$ cat src/rtl/wlr_pkg.sv
// Shared types, constants and helpers for the leg reassembly receiver.
// No dependencies.
package wlr_pkg;

    localparam int LEGS      = 8;
    localparam int LEG_BYTES = 32;
    localparam int SLOT_W    = $clog2(LEGS);
    localparam int SEQ_W     = SLOT_W + 1;
    localparam int OFF_W     = $clog2(LEG_BYTES + 1);
    localparam int ADDR_W    = $clog2(LEGS * LEG_BYTES);
    localparam int COUNT_W   = $clog2(LEGS + 1);
    localparam int WORD_W    = 64;
    localparam int BLEN_W    = 9;
    localparam int LANES     = WORD_W / 8;
    localparam int LANE_W    = $clog2(LANES);
    localparam int QDEPTH    = 2;
    localparam int QPTR_W    = $clog2(QDEPTH);
    localparam int QCNT_W    = $clog2(QDEPTH + 1);

    typedef struct packed {
        logic [7:0] data_byte;
        logic       first_of_datagram;
        logic       last_of_datagram;
    } wlr_in_t;

    typedef struct packed {
        logic              kind;
        logic [SEQ_W-1:0]  ack_seq;
        logic [WORD_W-1:0] block_word;
        logic [BLEN_W-1:0] block_length;
        logic              last_word;
    } wlr_out_t;

    typedef enum logic [1:0] {
        ACC_NONE,
        ACC_NEW,
        ACC_DUP
    } wlr_acc_t;

    typedef enum logic [1:0] {
        B_IDLE,
        B_FETCH,
        B_DRAIN,
        B_PUT
    } wlr_bstate_t;

    typedef enum logic {
        KIND_ACK   = 1'b0,
        KIND_BLOCK = 1'b1
    } wlr_kind_t;

    // one queued job: an ack, optionally followed by a block dump
    typedef struct packed {
        logic [SEQ_W-1:0] seq;
        logic             blk;
        logic [OFF_W-1:0] len;
    } wlr_cmd_t;

    typedef struct packed {
        logic              en;
        logic [ADDR_W-1:0] addr;
        logic [7:0]        data;
    } wlr_wr_t;

    typedef logic [LEGS-1:0][OFF_W-1:0] wlr_lens_t;

    function automatic logic [ADDR_W-1:0] leg_addr(input logic [SLOT_W-1:0] slot,
                                                   input logic [OFF_W-1:0]  off);
        return ADDR_W'(slot) * ADDR_W'(LEG_BYTES) + ADDR_W'(off);
    endfunction

endpackage

$ cat src/rtl/wlr_queue.sv
// Two-entry job queue between the classifier front and the result back end.
// Depends on wlr_pkg.
module wlr_queue
    import wlr_pkg::*;
(
    input  logic     clk,
    input  logic     rst_n,
    input  logic     push,
    input  wlr_cmd_t push_cmd,
    input  logic     pop,
    output wlr_cmd_t pop_cmd,
    output logic     full,
    output logic     empty
);

    wlr_cmd_t            entry_reg [QDEPTH];
    logic [QPTR_W-1:0]   wr_ptr_reg, wr_ptr_next;
    logic [QPTR_W-1:0]   rd_ptr_reg, rd_ptr_next;
    logic [QCNT_W-1:0]   count_reg, count_next;

    assign full    = (count_reg == QCNT_W'(QDEPTH));
    assign empty   = (count_reg == '0);
    assign pop_cmd = entry_reg[rd_ptr_reg];

    always_comb
    begin
        wr_ptr_next = wr_ptr_reg;
        rd_ptr_next = rd_ptr_reg;
        count_next  = count_reg;
        if (push)
        begin
            wr_ptr_next = (wr_ptr_reg == QPTR_W'(QDEPTH - 1)) ? '0 : wr_ptr_reg + 1'b1;
        end
        if (pop)
        begin
            rd_ptr_next = (rd_ptr_reg == QPTR_W'(QDEPTH - 1)) ? '0 : rd_ptr_reg + 1'b1;
        end
        if (push && !pop)
        begin
            count_next = count_reg + 1'b1;
        end
        else if (pop && !push)
        begin
            count_next = count_reg - 1'b1;
        end
    end

    always_ff @(posedge clk or negedge rst_n)
    begin
        if (!rst_n)
        begin
            wr_ptr_reg <= '0;
            rd_ptr_reg <= '0;
            count_reg  <= '0;
        end
        else
        begin
            wr_ptr_reg <= wr_ptr_next;
            rd_ptr_reg <= rd_ptr_next;
            count_reg  <= count_next;
        end
    end

    always_ff @(posedge clk)
    begin
        if (push)
        begin
            entry_reg[wr_ptr_reg] <= push_cmd;
        end
    end

endmodule

$ cat src/rtl/wlr_front.sv
// Front end: takes link words, tracks the window and the open datagram,
// writes payload into leg storage and queues ack/block jobs. Depends on wlr_pkg.
module wlr_front
    import wlr_pkg::*;
(
    input  logic      clk,
    input  logic      rst_n,
    input  logic      link_valid,
    output logic      link_ready,
    input  wlr_in_t   link_word,
    input  logic      q_full,
    output logic      push,
    output wlr_cmd_t  push_cmd,
    output wlr_wr_t   wr,
    output wlr_lens_t lens,
    input  logic      blk_done
);

    logic                phase_reg, phase_next;
    logic [LEGS-1:0]     seen_reg, seen_next;
    logic [COUNT_W-1:0]  count_reg, count_next;
    wlr_lens_t           lens_reg, lens_next;
    logic [SLOT_W-1:0]   slot_reg, slot_next;
    wlr_acc_t            acc_reg, acc_next;
    logic [OFF_W-1:0]    off_reg, off_next;
    logic                wait_reg, wait_next;
    logic                accept;

    // held off while a block drains out of leg storage or the job queue is full
    assign link_ready = !q_full && !wait_reg;
    assign accept     = link_valid && link_ready;
    assign lens       = lens_reg;

    always_comb
    begin
        phase_next = phase_reg;
        seen_next  = seen_reg;
        count_next = count_reg;
        lens_next  = lens_reg;
        slot_next  = slot_reg;
        acc_next   = acc_reg;
        off_next   = off_reg;
        wait_next  = wait_reg;
        push       = 1'b0;
        push_cmd   = '0;
        wr         = '0;

        if (blk_done)
        begin
            lens_next = '0;
            wait_next = 1'b0;
        end

        if (accept)
        begin
            if (link_word.first_of_datagram)
            begin
                acc_next = ACC_NONE;
                off_next = '0;
                if ((link_word.data_byte >> SEQ_W) == '0 &&
                    link_word.data_byte[SEQ_W-1] == phase_reg)
                begin
                    slot_next = link_word.data_byte[SLOT_W-1:0];
                    acc_next  = seen_reg[slot_next] ? ACC_DUP : ACC_NEW;
                end
            end
            else if (acc_reg == ACC_NEW && off_reg < OFF_W'(LEG_BYTES))
            begin
                wr.en    = 1'b1;
                wr.addr  = leg_addr(slot_reg, off_reg);
                wr.data  = link_word.data_byte;
                off_next = off_reg + 1'b1;
            end

            if (link_word.last_of_datagram && acc_next != ACC_NONE)
            begin
                push         = 1'b1;
                push_cmd.seq = {phase_reg, slot_next};
                push_cmd.blk = 1'b0;
                push_cmd.len = off_next;
                if (acc_next == ACC_NEW)
                begin
                    seen_next[slot_next] = 1'b1;
                    count_next           = count_reg + 1'b1;
                    lens_next[slot_next] = off_next;
                    if (count_reg == COUNT_W'(LEGS - 1))
                    begin
                        // window complete: flip now, lengths stay until dump ends
                        push_cmd.blk = 1'b1;
                        phase_next   = ~phase_reg;
                        seen_next    = '0;
                        count_next   = '0;
                        if (off_next == '0)
                        begin
                            lens_next = '0;
                        end
                        else
                        begin
                            wait_next = 1'b1;
                        end
                    end
                end
                acc_next = ACC_NONE;
                off_next = '0;
            end
        end
    end

    always_ff @(posedge clk or negedge rst_n)
    begin
        if (!rst_n)
        begin
            phase_reg <= 1'b0;
            seen_reg  <= '0;
            count_reg <= '0;
            lens_reg  <= '0;
            slot_reg  <= '0;
            acc_reg   <= ACC_NONE;
            off_reg   <= '0;
            wait_reg  <= 1'b0;
        end
        else
        begin
            phase_reg <= phase_next;
            seen_reg  <= seen_next;
            count_reg <= count_next;
            lens_reg  <= lens_next;
            slot_reg  <= slot_next;
            acc_reg   <= acc_next;
            off_reg   <= off_next;
            wait_reg  <= wait_next;
        end
    end

endmodule

$ cat src/rtl/wlr_back.sv
// Back end: owns leg storage, emits acks and walks the block byte by byte
// into 64-bit words behind an output register. Depends on wlr_pkg.
module wlr_back
    import wlr_pkg::*;
(
    input  logic      clk,
    input  logic      rst_n,
    input  wlr_wr_t   wr,
    input  wlr_lens_t lens,
    input  logic      q_empty,
    input  wlr_cmd_t  q_cmd,
    output logic      pop,
    output logic      blk_done,
    output logic      res_valid,
    input  logic      res_ready,
    output wlr_out_t  res_word
);

    logic [7:0]          mem [LEGS * LEG_BYTES];
    logic [7:0]          mem_q_reg;

    wlr_bstate_t         state_reg, state_next;
    logic [OFF_W-1:0]    len_reg;
    logic [OFF_W-1:0]    word_cnt_reg;
    logic [SLOT_W-1:0]   leg_reg;
    logic [OFF_W-1:0]    boff_reg;
    logic [LANE_W-1:0]   lane_reg;
    logic                rd_pend_reg;
    logic [LANE_W-1:0]   rd_lane_reg;
    logic                rd_zero_reg;
    logic [WORD_W-1:0]   word_reg;
    logic                out_valid_reg;
    wlr_out_t            out_reg;

    logic                slot_free;
    logic                rd_en;
    logic                load_ack;
    logic                load_word;
    logic                last_blk_word;
    logic                has_block;

    assign slot_free     = !out_valid_reg || res_ready;
    assign last_blk_word = (word_cnt_reg + OFF_W'(1)) == len_reg;
    assign has_block     = q_cmd.blk && q_cmd.len != '0;
    assign res_valid     = out_valid_reg;
    assign res_word      = out_reg;

    // next state
    always_comb
    begin
        state_next = state_reg;
        case (state_reg)
            B_IDLE:
            begin
                if (!q_empty && slot_free && has_block)
                begin
                    state_next = B_FETCH;
                end
            end
            B_FETCH:
            begin
                if (lane_reg == LANE_W'(LANES - 1))
                begin
                    state_next = B_DRAIN;
                end
            end
            B_DRAIN:
            begin
                state_next = B_PUT;
            end
            B_PUT:
            begin
                if (slot_free)
                begin
                    state_next = last_blk_word ? B_IDLE : B_FETCH;
                end
            end
            default:
            begin
                state_next = B_IDLE;
            end
        endcase
    end

    // controls
    always_comb
    begin
        pop       = 1'b0;
        load_ack  = 1'b0;
        rd_en     = 1'b0;
        load_word = 1'b0;
        blk_done  = 1'b0;
        case (state_reg)
            B_IDLE:
            begin
                pop      = !q_empty && slot_free;
                load_ack = pop;
            end
            B_FETCH:
            begin
                rd_en = 1'b1;
            end
            B_DRAIN:
            begin
                rd_en = 1'b0;
            end
            B_PUT:
            begin
                load_word = slot_free;
                blk_done  = slot_free && last_blk_word;
            end
            default:
            begin
                pop = 1'b0;
            end
        endcase
    end

    always_ff @(posedge clk)
    begin
        if (wr.en)
        begin
            mem[wr.addr] <= wr.data;
        end
        if (rd_en)
        begin
            mem_q_reg <= mem[leg_addr(leg_reg, boff_reg)];
        end
    end

    always_ff @(posedge clk or negedge rst_n)
    begin
        if (!rst_n)
        begin
            state_reg     <= B_IDLE;
            rd_pend_reg   <= 1'b0;
            out_valid_reg <= 1'b0;
        end
        else
        begin
            state_reg   <= state_next;
            rd_pend_reg <= rd_en;
            if (load_ack || load_word)
            begin
                out_valid_reg <= 1'b1;
            end
            else if (res_ready)
            begin
                out_valid_reg <= 1'b0;
            end
        end
    end

    always_ff @(posedge clk)
    begin
        if (pop)
        begin
            len_reg      <= q_cmd.len;
            word_cnt_reg <= '0;
            leg_reg      <= '0;
            boff_reg     <= '0;
            lane_reg     <= '0;
        end
        if (rd_en)
        begin
            rd_lane_reg <= lane_reg;
            rd_zero_reg <= boff_reg >= lens[leg_reg];
            lane_reg    <= lane_reg + 1'b1;
            // offsets wrap at the completing leg length, stepping to the next leg
            if ((boff_reg + OFF_W'(1)) == len_reg)
            begin
                boff_reg <= '0;
                leg_reg  <= leg_reg + 1'b1;
            end
            else
            begin
                boff_reg <= boff_reg + 1'b1;
            end
        end
        if (rd_pend_reg)
        begin
            word_reg[rd_lane_reg * 8 +: 8] <= rd_zero_reg ? 8'h00 : mem_q_reg;
        end
        if (load_word)
        begin
            word_cnt_reg <= word_cnt_reg + 1'b1;
        end

        if (load_ack)
        begin
            out_reg.kind         <= KIND_ACK;
            out_reg.ack_seq      <= q_cmd.seq;
            out_reg.block_word   <= '0;
            out_reg.block_length <= '0;
            out_reg.last_word    <= !has_block;
        end
        else if (load_word)
        begin
            out_reg.kind         <= KIND_BLOCK;
            out_reg.ack_seq      <= '0;
            out_reg.block_word   <= word_reg;
            out_reg.block_length <= BLEN_W'(len_reg) * BLEN_W'(LEGS);
            out_reg.last_word    <= last_blk_word;
        end
    end

endmodule

$ cat src/rtl/windowed_leg_reassembly_receiver.sv
// Windowed leg reassembly receiver, top level.
// Depends on wlr_pkg, wlr_queue, wlr_front, wlr_back.
//
// link channel: one datagram byte per word, with first/last marks; the first
// byte is the sequence number, accepted only inside the current window of 8.
// res channel: acks (kind 0) and assembled block words (kind 1); last_word
// marks the final result caused by one link word.
// Throughput: one link word per cycle while no block is being dumped and the job queue is not full.
// An ack passes through the job queue and is loaded into the output register
// once the back end is idle and the output register is free.
// When the eighth leg completes and holds data, the link stalls until the last block word
// is loaded into the output register. Each 64-bit word is built from one storage read
// per byte lane, then a read drain and an output load; stalls on the result side
// lengthen the hold.
// A two-entry job queue between front and back lets acks back up while the
// result side stalls; with the queue full the link is held off.
// A stalled result holds its value in the output register.
// Reset clears window, seen marks, lengths and queue; leg storage needs no
// clearing pass since bytes past a leg's recorded length are output as zero.
module windowed_leg_reassembly_receiver
    import wlr_pkg::*;
(
    input  logic     clk,
    input  logic     rst_n,
    input  logic     link_valid,
    output logic     link_ready,
    input  wlr_in_t  link_word,
    output logic     res_valid,
    input  logic     res_ready,
    output wlr_out_t res_word
);

    logic      q_full;
    logic      q_empty;
    logic      push;
    logic      pop;
    wlr_cmd_t  push_cmd;
    wlr_cmd_t  pop_cmd;
    wlr_wr_t   wr;
    wlr_lens_t lens;
    logic      blk_done;

    wlr_front u_front (
        .clk        (clk),
        .rst_n      (rst_n),
        .link_valid (link_valid),
        .link_ready (link_ready),
        .link_word  (link_word),
        .q_full     (q_full),
        .push       (push),
        .push_cmd   (push_cmd),
        .wr         (wr),
        .lens       (lens),
        .blk_done   (blk_done)
    );

    wlr_queue u_queue (
        .clk      (clk),
        .rst_n    (rst_n),
        .push     (push),
        .push_cmd (push_cmd),
        .pop      (pop),
        .pop_cmd  (pop_cmd),
        .full     (q_full),
        .empty    (q_empty)
    );

    wlr_back u_back (
        .clk       (clk),
        .rst_n     (rst_n),
        .wr        (wr),
        .lens      (lens),
        .q_empty   (q_empty),
        .q_cmd     (pop_cmd),
        .pop       (pop),
        .blk_done  (blk_done),
        .res_valid (res_valid),
        .res_ready (res_ready),
        .res_word  (res_word)
    );

endmodule

$ cat config.mk
export PLATFORM = sky130hd
export DESIGN_NAME = windowed_leg_reassembly_receiver
export DESIGN_NICKNAME = d
export VERILOG_FILES = /design/src/rtl/wlr_pkg.sv /design/src/rtl/wlr_queue.sv /design/src/rtl/wlr_front.sv /design/src/rtl/wlr_back.sv /design/src/rtl/windowed_leg_reassembly_receiver.sv
export SDC_FILE = /design/constraint.sdc
export NUM_CORES = 2
export LEC_CHECK = 0
export ABC_AREA = 1
export BUFFER_PORTS_ARGS = -buffer_cell sky130_fd_sc_hd__buf_2
export CAP_MARGIN = 5
export CELL_PAD_IN_SITES_DETAIL_PLACEMENT = 1
export CELL_PAD_IN_SITES_GLOBAL_PLACEMENT = 1
export CORE_ASPECT_RATIO = 1.25
export CORE_MARGIN = 4
export CORE_UTILIZATION = 40
export CTS_CLUSTER_SIZE = 10
export DETAILED_ROUTE_END_ITERATION = 7
export PLACE_DENSITY_LB_ADDON = 0.1
export SYNTH_ARGS = -nofsm -noshare
export SYNTH_HDL_FRONTEND = slang
export SYNTH_SLANG_ARGS = --single-unit
$ cat constraint.sdc
create_clock -name clk -period 10.15 [get_ports clk]
set_input_delay 0.5075 -clock clk [delete_from_list [all_inputs] [get_ports clk]]
set_output_delay 0.5075 -clock clk [all_outputs]
set_load 0.005 [all_outputs]
==> flow_summary.json <==
{
  "status": "finished clean",
  "firstDrtPassIters": 6,
  "antenna_found_initial": 8,
  "numPortBuffers": 91,
  "skew_ns": 0.0304,
  "timing.max_cap.violations": 0,
  "maxSlewViolCount": 0,
  "synth_xor_area_frac": 0.00165,
  "crit_arrival_ns": 5.72,
  "fillCellCount": 25357,
  "synth_area_per_cell_um2": 11.1,
  "synth.area.top_cells": "edfxtp_1, nand2_1, nand3_1, dfrtp_1, nor2_1",
  "netSwitchingFraction": 0.369,
  "syn2layout_area_growth_pct": 11.3,
  "synth_flop_cell": "edfxtp_1",
  "io_pins": 95,
  "synthAdderAreaFrac": 0.00314,
  "grt_pass1_vias": 67575,
  "grt_pass1_wl_um": 462000,
  "internal_power_w": 0.0176,
  "pwr-share-clk": 0.317,
  "yosys_register_bits": 2327,
  "vias": 65119,
  "cts_resized": 0,
  "initial_core_util": 0.403,
  "largest_reg_flops": 2048,
  "fmax_mhz": 200,
  "clk_path_buf_depth": 4,
  "relSlewSlack": 0.173,
  "dp_hpwl_um": 176000,
  "antenna_left": 0,
  "multi_input_area_mm2": 0.0243,
  "viasPerCell": 5.51,
  "h-tree-depth": 5,
  "wl_um": 314000,
  "crit_fanout": 91,
  "power_frac_seq": 0.388,
  "cts_tree": "done",
  "fin_setup_tns_ns": 0,
  "hold_path.class": "input pin to register",
  "pwr-share-comb": 0.295,
  "detail_route.iter0.violations": 5306,
  "finalSetupViolations": 0,
  "die_x_um": 446,
  "max_slew.worst_pin.slew_ns": 1.24,
  "coreArea_mm2": 0.238,
  "netlist_area_mm2": 0.0957,
  "finalCriticalPeriod_ns": 5.00,
  "synthCells": 8645,
  "dpl_worst_slack_ns": 5.17,
  "max-vdd-ir-drop_mv": 0.239,
  "period_share": 0.493,
  "cts_hold_buf": 2,
  "r2r_setup_slack_ns": 5.15,
  "rsz0062_at_grt": "no",
  "cp-start-kind": "register",
  "synth_top_family_by_area": "simple AND/OR/NAND/NOR gates",
  "drc": 0,
  "synth_compound_area_frac": 0.0232,
  "grt_usage": 0.250,
  "die_area_mm2": 0.247,
  "globalplace.congestion": 0.796,
  "yosysMostFrequentCell": "nand2_1",
  "synth_top_area_share": 0.682,
  "ys_top_cells_by_count": "nand2_1, edfxtp_1, nand3_1",
  "wl_per_cell_um": 26.6,
  "clkTransAtPathRegs_ns": 0.06,
  "synth_edf_count": 2172,
  "postCtsSetupBuffers": 0,
  "finalWorstSetupSlack_ns": 5.15,
  "synth-simple-area-share": 0.224,
  "gr-total-overflow": 0,
  "final_nets": 8645,
  "drive_gt1_frac": 0.0679,
  "switchingPower_w": 0.0103,
  "synth_async_sr_flop_share": 0.0348,
  "numCtsBuffers": 278,
  "crit_path_end_kind": "register",
  "yosys.area.top_type": "edfxtp_1",
  "root_buffer": "clkbuf_16",
  "ys_seq_area_frac": 0.718,
  "num_rows": 200,
  "final-seq-area_mm2": 0.0687,
  "path_class": "register to register",
  "power_density_mw_per_mm2": 262,
  "cts_sinks": 2327,
  "ys.warnings.count": 0,
  "fp.dieH_um": 555,
  "grt_max_degree": 177,
  "yosysUniqueCellTypes": 45,
  "synthMuxAreaShare": 0,
  "leakage_nw": 41.5,
  "cp.required_ns": 10.86,
  "worst_skew_pair.late_latency_ns": 0.86,
  "hold_viol_final": 0
}
-- final timing paths --
check	start	endpoint	depth (start not counted)
max in group asynchronous	rst_n	u_front.lens[12]	3
worst max-delay path	u_back.boff_reg[1]	u_back.mem_q_reg[3]	12
worst min-delay path	link_word[0]	u_front.acc_reg[0]	4
worst max register to register	u_back.boff_reg[1]	u_back.mem_q_reg[3]	12
min in group asynchronous	rst_n	u_front.phase_reg	3
worst min register to register	u_back.res_word[35]	u_back.res_word[35]	2
-- cell usage in the layout (no fill, tap or decap), types with 3 or more instances in the layout --
cell          n
nor2_1      471
dfxtp_1      74
nand4_1       7
clkbuf_1     54
buf_2        91
nor2_8        4
inv_1       130
nand2_2      25
a21oi_1     343
xnor2_1       4
clkbuf_16   288
buf_12       13
diode_2       9
nor2_4       16
clkinv_1      4
xor2_1       13
dfrtp_1      81
nand3_2       6
conb_1        3
ha_1         23
nand3_1    1366
nor3_1       18
edfxtp_1   2172
o21a_1        3
nand2_1    3246
nor3_2        3
o221ai_1      5
nor2_2        9
buf_4        92
inv_2         9
o22ai_1      11
inv_6         9
o21ai_0      53
o211ai_1      4
inv_8         4
-- power groups by stage --
stage	sequential (W)	combinational, W	clock, W
after floorplan	0.0110	0.00500	0
after global placement	0.0111	0.00824	0
after detailed placement	0.0111	0.00830	0
after CTS	0.0109	0.00833	0.00903
after global routing	0.0109	0.00894	0.00943
final	0.0109	0.00825	0.00885
-- area by class of cell --
cell class              count  share of cell area
repair buffers            199              0.0135
flip-flops and latches   2327               0.645
inverters                 148             0.00557
well taps                3131              0.0368
clock buffers             344              0.0698
clock inverters            13             0.00109
diodes                      9            0.000211
multi-input cells        5653               0.228
-- through the flow --
step                hold WS, ns  std cells  cell area [um2]   util  power (W)
finish                   0.0782      11824           107000  0.448     0.0280
global route             0.0468      11819           107000  0.448     0.0292
CTS                     0.00634      11813           107000  0.448     0.0282
detailed placement        0.354      11454            98900  0.416     0.0194
global placement          0.357      11454            98900  0.416     0.0193
floorplan                 0.212       8647            95700      -     0.0160
-- cell families after synthesis --
kind of cell,after synthesis
AOI/OAI and AO/OA,427
xor gates and xnor gates,18
adders and majority gates,24
buffers and inverters,667
DFF,2327
other,1
and+or+nand+nor,5181
-- critical path, cell delays in order (launching register included) --
cell and delay [ns]:
edfxtp_1 0.32, buf_4 0.62, nand2_1 0.65, inv_8 0.78, buf_4 0.82, nand2_1 0.25, nand3_1 0.15, nand3_1 0.20
nand3_1 0.30, nand3_1 0.30, nand2_1 0.16, nand2_1 0.11, nand2_1 0.08
-- per-layer routing --
layer / wire (um) / GRT usage / up-vias
met3: 15800 / 0.0343 / 443
met4: 9720 / 0.0752 / 0
met1: 133000 / 0.333 / 33568
met5: 0 / 0 / -
met2: 155000 / 0.427 / 1600
li1: - / - / 29508
No activity file was read; power rests on OpenSTA's default activity.
